**config.mk**
```make
export PLATFORM = sky130hd
export DESIGN_NAME = utf8_to_utf16_transcoder
export DESIGN_NICKNAME = d
export VERILOG_FILES = /design/src/hw/rtl/u8u16_pkg.sv /design/src/hw/rtl/utf8_to_utf16_transcoder.sv
export SDC_FILE = /design/constraint.sdc
export NUM_CORES = 1
export LEC_CHECK = 0
export BUFFER_PORTS_ARGS = -buffer_cell sky130_fd_sc_hd__buf_2
export CORE_ASPECT_RATIO = 0.75
export CORE_MARGIN = 4
export CORE_UTILIZATION = 30
export CTS_CLUSTER_DIAMETER = 40
export DETAILED_ROUTE_END_ITERATION = 10
export SYNTH_ARGS = -nofsm -noshare
export SYNTH_HDL_FRONTEND = slang
export SYNTH_SLANG_ARGS = --single-unit
```
**constraint.sdc**
```tcl
create_clock -name clk -period 4.2 [get_ports clk]
set_input_delay 0.84 -clock clk [delete_from_list [all_inputs] [get_ports clk]]
set_output_delay 0.84 -clock clk [all_outputs]
set_load 0.02 [all_outputs]
```
**src/hw/rtl/u8u16_pkg.sv**
```systemverilog
// shared types, constants and decode functions for the utf-8 to utf-16 transcoder
package u8u16_pkg;

    localparam int UNITS_MAX = 3;

    localparam logic [7:0] ASCII_LIMIT = 8'h80;
    localparam logic [7:0] MASK_3BIT   = 8'hE0;
    localparam logic [7:0] LEAD_2BYTE  = 8'hC0;
    localparam logic [7:0] MASK_4BIT   = 8'hF0;
    localparam logic [7:0] LEAD_3BYTE  = 8'hE0;
    localparam logic [7:0] MASK_5BIT   = 8'hF8;
    localparam logic [7:0] LEAD_4BYTE  = 8'hF0;

    localparam logic [20:0] SUPPLEMENTARY_BASE = 21'h10000;
    localparam logic [15:0] HIGH_SURROGATE     = 16'hD800;
    localparam logic [15:0] LOW_SURROGATE      = 16'hDC00;

    localparam logic [2:0] SEQ_NONE = 3'd0;
    localparam logic [2:0] SEQ_ONE  = 3'd1;
    localparam logic [2:0] SEQ_TWO  = 3'd2;
    localparam logic [2:0] SEQ_THREE = 3'd3;
    localparam logic [2:0] SEQ_FOUR = 3'd4;

    typedef logic [2:0] seq_len_t;

    typedef struct packed {
        logic        last;
        logic [15:0] code;
    } unit_t;

    typedef struct packed {
        logic [15:0] high;
        logic [15:0] low;
    } pair_t;

    function automatic seq_len_t lead_length(input logic [7:0] b);
        seq_len_t n;
        if (b < ASCII_LIMIT)
            n = SEQ_ONE;
        else if ((b & MASK_3BIT) == LEAD_2BYTE)
            n = SEQ_TWO;
        else if ((b & MASK_4BIT) == LEAD_3BYTE)
            n = SEQ_THREE;
        else if ((b & MASK_5BIT) == LEAD_4BYTE)
            n = SEQ_FOUR;
        else
            n = SEQ_ONE;
        return n;
    endfunction

    // halves are formed by or, not by add, so oversized code points fold into the prefix
    function automatic pair_t surrogate_pair(input logic [20:0] cp);
        logic [20:0] v;
        pair_t       p;
        v      = cp - SUPPLEMENTARY_BASE;
        p.high = HIGH_SURROGATE | {5'd0, v[20:10]};
        p.low  = LOW_SURROGATE | {6'd0, v[9:0]};
        return p;
    endfunction

endpackage

```
**src/hw/rtl/utf8_to_utf16_transcoder.sv**
```systemverilog
// utf-8 byte stream to utf-16 code unit stream, decode stage and result queue
// each code unit is registered in the result queue before it shows on m_tvalid
// throughput: one byte per cycle while the result queue has room for three code units;
//   the queue drains one code unit per cycle while m_tready is high, so a string end
//   that flushes up to three units stalls the input only until the queue catches up
// reset: asynchronous, clears the open sequence and empties the result queue
module utf8_to_utf16_transcoder #(
    parameter int FIFO_DEPTH = 8
) (
    input  logic        clk,
    input  logic        rst_n,
    input  logic        s_tvalid,
    output logic        s_tready,
    input  logic [7:0]  s_tdata,   // [7:0] byte_in
    input  logic        s_tlast,   // final_byte
    output logic        m_tvalid,
    input  logic        m_tready,
    output logic [15:0] m_tdata,   // [15:0] code_unit
    output logic        m_tlast    // last_unit
);
    import u8u16_pkg::*;

    localparam int AW = $clog2(FIFO_DEPTH);
    localparam int CW = $clog2(FIFO_DEPTH + 1);
    localparam logic [CW-1:0] ROOM_LIMIT = CW'(FIFO_DEPTH - UNITS_MAX);

    logic [7:0]  held_reg [0:2];
    logic [7:0]  held_next [0:2];
    logic [1:0]  held_count_reg, held_count_next;
    seq_len_t    seq_len_reg, seq_len_next;

    unit_t       queue_reg [0:FIFO_DEPTH-1];
    logic [AW-1:0] wr_ptr_reg, rd_ptr_reg;
    logic [CW-1:0] count_reg, count_next;

    logic        in_xfer, out_xfer;
    seq_len_t    new_len;
    logic [7:0]  c1, c2;
    logic [20:0] cp;
    pair_t       pair;
    logic        full;
    unit_t       units [0:UNITS_MAX-1];
    logic [1:0]  push_num;

    assign in_xfer  = s_tvalid && s_tready;
    assign out_xfer = m_tvalid && m_tready;
    assign s_tready = (count_reg <= ROOM_LIMIT);
    assign m_tvalid = (count_reg != '0);
    assign m_tdata  = queue_reg[rd_ptr_reg].code;
    assign m_tlast  = queue_reg[rd_ptr_reg].last;

    // code point of a complete sequence, the incoming byte in the last position
    always_comb
    begin
        new_len = lead_length(s_tdata);
        c1 = (seq_len_reg == SEQ_TWO) ? s_tdata : held_reg[1];
        c2 = (seq_len_reg == SEQ_THREE) ? s_tdata : held_reg[2];
        unique case (seq_len_reg)
            SEQ_TWO:   cp = {10'd0, held_reg[0][4:0], c1[5:0]};
            SEQ_THREE: cp = {5'd0, held_reg[0][3:0], c1[5:0], c2[5:0]};
            SEQ_FOUR:  cp = {held_reg[0][2:0], c1[5:0], c2[5:0], s_tdata[5:0]};
            default:   cp = {13'd0, s_tdata};
        endcase
        pair = surrogate_pair(cp);
        full = (seq_len_reg != SEQ_NONE) && (({1'b0, held_count_reg} + 3'd1) == seq_len_reg);
    end

    always_comb
    begin
        held_next       = held_reg;
        held_count_next = held_count_reg;
        seq_len_next    = seq_len_reg;
        push_num        = 2'd0;
        for (int i = 0; i < UNITS_MAX; i++)
            units[i] = '0;

        if (in_xfer)
        begin
            if (seq_len_reg == SEQ_NONE)
            begin
                if (s_tlast || new_len == SEQ_ONE)
                begin
                    units[0].code = {8'd0, s_tdata};
                    push_num      = 2'd1;
                end
                else
                begin
                    held_next[0]    = s_tdata;
                    held_count_next = 2'd1;
                    seq_len_next    = new_len;
                end
            end
            else if (full)
            begin
                if (cp >= SUPPLEMENTARY_BASE)
                begin
                    units[0].code = pair.high;
                    units[1].code = pair.low;
                    push_num      = 2'd2;
                end
                else
                begin
                    units[0].code = cp[15:0];
                    push_num      = 2'd1;
                end
                held_count_next = 2'd0;
                seq_len_next    = SEQ_NONE;
            end
            else if (s_tlast)
            begin
                // truncated sequence: lead goes out raw, the tail is decoded again
                units[0].code = {8'd0, held_reg[0]};
                if (held_count_reg == 2'd1)
                begin
                    units[1].code = {8'd0, s_tdata};
                    push_num      = 2'd2;
                end
                else if (lead_length(held_reg[1]) == SEQ_TWO)
                begin
                    units[1].code = {5'd0, held_reg[1][4:0], s_tdata[5:0]};
                    push_num      = 2'd2;
                end
                else
                begin
                    units[1].code = {8'd0, held_reg[1]};
                    units[2].code = {8'd0, s_tdata};
                    push_num      = 2'd3;
                end
            end
            else
            begin
                held_next[held_count_reg] = s_tdata;
                held_count_next           = held_count_reg + 2'd1;
            end

            if (s_tlast)
            begin
                held_count_next = 2'd0;
                seq_len_next    = SEQ_NONE;
                for (int i = 0; i < UNITS_MAX; i++)
                    if (2'(i) == push_num - 2'd1)
                        units[i].last = 1'b1;
            end
        end

        count_next = count_reg + CW'(push_num) - CW'(out_xfer);
    end

    always_ff @(posedge clk or negedge rst_n)
    begin
        if (!rst_n)
        begin
            for (int i = 0; i < 3; i++)
                held_reg[i] <= 8'd0;
            held_count_reg <= 2'd0;
            seq_len_reg    <= SEQ_NONE;
            wr_ptr_reg     <= '0;
            rd_ptr_reg     <= '0;
            count_reg      <= '0;
        end
        else
        begin
            held_reg       <= held_next;
            held_count_reg <= held_count_next;
            seq_len_reg    <= seq_len_next;
            wr_ptr_reg     <= wr_ptr_reg + AW'(push_num);
            if (out_xfer)
                rd_ptr_reg <= rd_ptr_reg + AW'(1);
            count_reg      <= count_next;
        end
    end

    // result queue, up to three code units written per transfer
    always_ff @(posedge clk)
    begin
        for (int i = 0; i < UNITS_MAX; i++)
            if (2'(i) < push_num)
                queue_reg[wr_ptr_reg + AW'(i)] <= units[i];
    end

`ifndef SYNTHESIS
    a_count_bound: assert property (@(posedge clk) disable iff (!rst_n)
        count_reg <= CW'(FIFO_DEPTH))
        else $error("result queue count beyond depth");

    a_held_consistent: assert property (@(posedge clk) disable iff (!rst_n)
        (seq_len_reg == SEQ_NONE) ? (held_count_reg == 2'd0)
                                  : ({1'b0, held_count_reg} < seq_len_reg))
        else $error("held byte count does not match open sequence");

    a_final_clears: assert property (@(posedge clk) disable iff (!rst_n)
        in_xfer && s_tlast |=> seq_len_reg == SEQ_NONE && held_count_reg == 2'd0)
        else $error("sequence state not cleared after final byte");
`endif

endmodule

```
# --- After elaboration in Yosys (flattened, before gate mapping) ---
# Memory sizes are Yosys's and may differ from the RTL's.
# Cells that the tools add are included.
totals:
  register_bits: 39
  mem_count: 1
  output_inout_bits: 19
  word_cells: 134
  mem_bits_rw: 136
  in_bits: 13
op_classes:
  n_eq_ne: 19
  reduce_logical: 14
  n_lt_le_gt_ge: 9
  muxes: 69
  n_addsub: 10
  bitwise_logic: 4
memory_table:
  columns: ["memory", "depth", "word_bits", "read_ports", "rd_ports_with_merged_regs", "wr", "line", "source"]
  rows:
  - ["queue_reg", 8, 17, 1, 0, 3, "utf8_to_utf16_transcoder.sv:32", "unit_t queue_reg [0:FIFO_DEPTH-1];"]
ops:
  columns: ["operator", "count"]
  rows:
  - ["$mux 16", 6]
  - ["$mux 8", 10]
  - ["$pmux 21 s3", 1]
  - ["$mux 3", 17]
  - ["$mux 51", 1]
  - ["$mux 24", 2]
  - ["$mux 11", 3]
  - ["$bwmux 24", 1]
  - ["$mux 2", 11]
  - ["$ge 21x17->1 const B", 1]
  - ["$sub 21x17->21 const B", 1]
  - ["$demux 8 s2", 1]
  - ["$lt 8x8->1 const B", 2]
  - ["$mux 1", 14]
  - ["$mux 6", 2]
  - ["$eq 5x5->1 const B", 2]
  - ["$eq 3x2->1 const B", 3]
  - ["$eq 3x3->1 const B", 3]
  - ["$eq 4x4->1 const B", 2]
  - ["$reduce_and 4->1", 2]
  - ["$add 3x1->3 const B", 2]
  - ["$reduce_bool 3->1", 2]
  - ["$add 4x2->4", 1]
  - ["$le 4x3->1 const B", 1]
  - ["27 further kinds", 34]

# --- Longest topological paths before layout ---
logic_depth:
  ltp_word: 22
  mapped_depth: 21
  depth_no_buf: 17

# --- Worst setup path after synthesis ---
# Ideal clock, no wire load.
synth_path:
  kind: "reg-to-reg"
  from: "register seq_len_reg[0]"
  to: "register count_reg[3]"
  setup_ns: 0.079
  synth_period_minus_slack_ns: 4.176
  n_path_buf: 5
  setup_slack_ns: 0.024
  stages_incl_launch_ff: 22
  t_arrival_ns: 4.097
  required_time_ns: 4.121
  cell_sequence: "dfrtp_1 > buf_2 > nor3b_4 > buf_2 > nand2_1 > inv_1 > ha_1 > or4b_1 > nor4_2 > nand3_1 > or3_1 > buf_4 > o21ai_2 > buf_4 > buf_6 > nand2_1 > ha_1 > inv_1 > ha_1 > a21o_1 > a21oi_1 > xor2_1"
synth_via:
  elab_chain_cells: 11
  word_cells_on_any_way: 18
  cone_classes: "2 x add/sub; 1 x order compare; 4 x eq/ne; 8 x mux; 3 x reduce/logical"
synth_lines:
  columns: ["item", "line", "source"]
  rows:
  - ["from (decl)", "utf8_to_utf16_transcoder.sv:30", "seq_len_t seq_len_reg, seq_len_next;"]
  - ["from (signal assigned)", "utf8_to_utf16_transcoder.sv:165", "seq_len_reg <= seq_len_next;"]
  - ["$eq 3x2->1, on equally long branches", "utf8_to_utf16_transcoder.sv:57, utf8_to_utf16_transcoder.sv:58, utf8_to_utf16_transcoder.sv:56", null]
  - ["$mux 6, on equally long branches", "utf8_to_utf16_transcoder.sv:57, utf8_to_utf16_transcoder.sv:56", null]
  - ["$pmux 21 s3", "utf8_to_utf16_transcoder.sv:58", "unique case (seq_len_reg)"]
  - ["$ge 21x17->1", "utf8_to_utf16_transcoder.sv:95", "if (cp >= SUPPLEMENTARY_BASE)"]
  - ["$mux 2", "utf8_to_utf16_transcoder.sv:95", null]
  - ["$mux 2", "utf8_to_utf16_transcoder.sv:93", "else if (full)"]
  - ["$mux 2 (*)", "utf8_to_utf16_transcoder.sv:79", "if (seq_len_reg == SEQ_NONE)"]
  - ["$mux 2 (*) (2 in a row)", "utf8_to_utf16_transcoder.sv:77", "if (in_xfer)"]
  - ["$add 4x2->4 (*)", "utf8_to_utf16_transcoder.sv:146", "count_next = count_reg + CW'(push_num) - CW'(out_xfer);"]
  - ["$sub 4x1->4 (*)", "utf8_to_utf16_transcoder.sv:146", null]
  - ["named net count_next[3]", "utf8_to_utf16_transcoder.sv:34", "logic [CW-1:0] count_reg, count_next;"]
  - ["to (signal assigned)", "utf8_to_utf16_transcoder.sv:169", "count_reg <= count_next;"]
  - ["to (decl)", "utf8_to_utf16_transcoder.sv:34", null]
# The timed path passes the listed nets; every way through them passes the cells marked *. The select of a mux whose other input is x is not followed.
# A chain may end at the register's enable or synchronous reset.

==> impl_metrics.env <==
export IMPL_fmax_ghz=0.2499
export IMPL_detail_route_wl_per_cell_um=24.14
export IMPL_crit_path_end_kind="register"
export IMPL_yosys_warnings=0
export IMPL_ios=32
export IMPL_largest_reg_flops=136
export IMPL_dieArea_sq_um=36640
export IMPL_fin_crit_sh=0.9526
export IMPL_hp_class="reg2reg"
export IMPL_p_comb_frac=0.427
export IMPL_drive_above_1_share=0.2063
export IMPL_chipWidth_um=219.7
export IMPL_maxSlewViolCount=0
export IMPL_synthCells=998
export IMPL_cts_buffer_depth=2
export IMPL_remaining_drc_errors=0
export IMPL_antenna_found_initial=1
export IMPL_final_min_clock_period_ns=4.001
export IMPL_final_util=0.3534
export IMPL_syn_avg_cell_area_sq_um=10.10
export IMPL_worstPathArrival_ns=4.07
export IMPL_start_kind="register"
export IMPL_port_buffers=31
export IMPL_powerDensity_nw_per_um2=637.1
export IMPL_grt_pass1_vias=8463
export IMPL_initial_core_util=0.3080
export IMPL_viasPerCell=6.047
export IMPL_globalplace_congestion=1.025
export IMPL_netlist_area_sq_um=10080
export IMPL_cts_max_level=4
export IMPL_internal_power_w=0.004301
export IMPL_grt_usage=0.1953
export IMPL_power_switching_w=0.003070
export IMPL_vias=9004
export IMPL_final_area_sq_um=11570
export IMPL_rsz0062_at_grt="yes"
export IMPL_setup_violations=0
export IMPL_ff2ff_path_depth=9
export IMPL_drtAntennaViolNets=0
export IMPL_synth_edf_count=72
export IMPL_netlist_top_cells_count="nand2_1 (129), edfxtp_1 (72), dfxtp_1 (64), nand3_1 (57)"
export IMPL_cts_root_buffer="clkbuf_16"
export IMPL_cts_buffers_inserted=17
export IMPL_area_growth_synth_to_final_pct=14.73
export IMPL_holdPathStages=1
export IMPL_outcome="finished, final reports clean"
export IMPL_drt_iter0_markers=1285
export IMPL_core_area_sq_um=32740
export IMPL_final_nets=1065
export IMPL_leakagePower_nw=4.095
export IMPL_hold_buffers=0
export IMPL_p_total_w=0.007371
export IMPL_n_fill_cell=3222
export IMPL_placed_area_sq_um=10890
export IMPL_ys_top_cells_by_area="edfxtp_1 (21%), dfxtp_1 (13%), dfrtp_1 (9.2%)"
export IMPL_fin_worst_skew_ns=0.01575
export IMPL_yosysMostFrequentCell="nand2_1"
export IMPL_drt_first_pass_iters=7
export IMPL_worstSkewPairLatency_ns=0.45
export IMPL_hold_viol=0
export IMPL_swShare=0.4165
export IMPL_antenna_cells=0
export IMPL_drt_total_wl_um=35950
export IMPL_grt_pass1_wl_um=54120
export IMPL_grt_max_degree=38
export IMPL_cap_violations=0
export IMPL_num_rows=57
export IMPL_grt_overflow=0
export IMPL_holdWs_ns=0.4569
export IMPL_seq_area_frac_synth=0.4333
export IMPL_synth_fp_nets=1029
export IMPL_synth_flop_cell="edfxtp_1"
export IMPL_yosys_area_top_type="edfxtp_1"
export IMPL_synth_seq_cells=173
export IMPL_pwr_share_seq=0.326
export IMPL_p_clk_frac=0.247
export IMPL_async_flop_share=0.2139
export IMPL_cp_required_ns=4.27
export IMPL_synth_top_area_frac=0.2144
export IMPL_die_y_um=166.8
export IMPL_cts_tree="built"
export IMPL_crit_type="reg2reg"
export IMPL_hpwl_um=26660
export IMPL_clkSinkCount=173
export IMPL_worst_pin_slew_ns=1.147
export IMPL_clk_pin_slew_worst_paths_ns=0.08
export IMPL_post_cts_buffers=0
export IMPL_ir_drop_v=0.0002889
export IMPL_synth_distinct_cells=81
export IMPL_slew_headroom=0.2355
export IMPL_path_max_fanout=9
[worst max-delay path, cell delays in order, from the launching register on]
cell and delay (ns):
dfrtp_1 0.49, inv_1 0.15, ha_1 0.45, nor4bb_1 0.32, a311oi_1 0.10, or3_1 0.46
and3_1 0.32, and3_1 0.29, nor2_1 0.55, nand2_1 0.48
[worst paths after layout]
| kind | startpoint | endpoint | slack, ns |
|---|---|---|---|
| max | held_count_reg[0]$_DFFE_PN0P_ | queue_reg[5][7]$_DFFE_PP_ | 0.20 |
| min | queue_reg[4][10]$_SDFFE_PP0P_ | queue_reg[4][10]$_SDFFE_PP0P_ | 0.46 |
| max reg2reg | held_count_reg[0]$_DFFE_PN0P_ | queue_reg[5][7]$_DFFE_PP_ | 0.20 |
| min reg2reg | queue_reg[4][10]$_SDFFE_PP0P_ | queue_reg[4][10]$_SDFFE_PP0P_ | 0.46 |
| max in group asynchronous | rst_n | rd_ptr_reg[0]$_DFFE_PN0P_ | 3.10 |
| min in group asynchronous | rst_n | held_reg[18]$_DFFE_PN0P_ | 0.50 |
[cells in the final DEF, fill, tap and decap left out, drive strengths merged, types with 33 or more instances in the layout]
master  count
mux2       33
nor2       54
o221ai     50
edfxtp     72
mux4       34
buf        84
a21oi      46
nand2     129
dfxtp      64
inv        33
nand3      58
o21ai      68
dfrtp      37
[power groups by stage]
stage                     registers (W)  logic [W]  clock network, W
after detailed placement        0.00242    0.00306                 0
after global placement          0.00243    0.00304                 0
after global routing            0.00243    0.00337           0.00191
final                           0.00240    0.00314           0.00182
after floorplan                 0.00222    0.00223                 0
after CTS                       0.00239    0.00307           0.00184
[repair_timing]
| item | in CTS | in global routing |
|---|---|---|
| endpoints found under the setup margin | 0 | 11 |
| gates resized for setup | 0 | 2 |
| endpoints found under the hold margin | 0 | 0 |
[routing by layer]
layer / wire length (um) / part of all wire / track usage
met5: 13 / 0.00036 / 0
met4: 902 / 0.025 / 0.05704
met3: 5129 / 0.14 / 0.06940
met2: 13970 / 0.39 / 0.2531
met1: 15930 / 0.44 / 0.3003
[through the flow]
stage | TNS [ns] | worst slack [ns] | std cells
floorplan | 0 | 0.02375 | 998
global placement | 0 | 0.3716 | 1457
detailed placement | 0 | 0.2588 | 1457
CTS | 0 | 0.2483 | 1489
global route | -0.04191 | -0.04191 | 1489
finish | 0 | 0.1990 | 1489
[layout make-up]
class,instances,area (sq um),share of cell area
clock buffers,18,429.2,0.03710
clock inverters,14,242.7,0.02098
inverters,32,120.1,0.01038
multi-input cells,726,5300,0.4581
flip-flops and latches,173,4370,0.3778
well taps,442,553.0,0.04780
repair buffers,84,553.0,0.04780
[logic make-up (layout without fill, tap and decap cells)]
family          Yosys count  in the layout  synth area share
xor+xnor                 12             12           0.01042
compound gates          289            289            0.2077
buf+inv                  99            148           0.04194
flops                   173            173            0.4333
fa+ha+maj                18             18           0.02382
simple gates            331            331            0.1611
mux                      76             76            0.1217
Note: power is estimated with default switching activity, not from simulation.
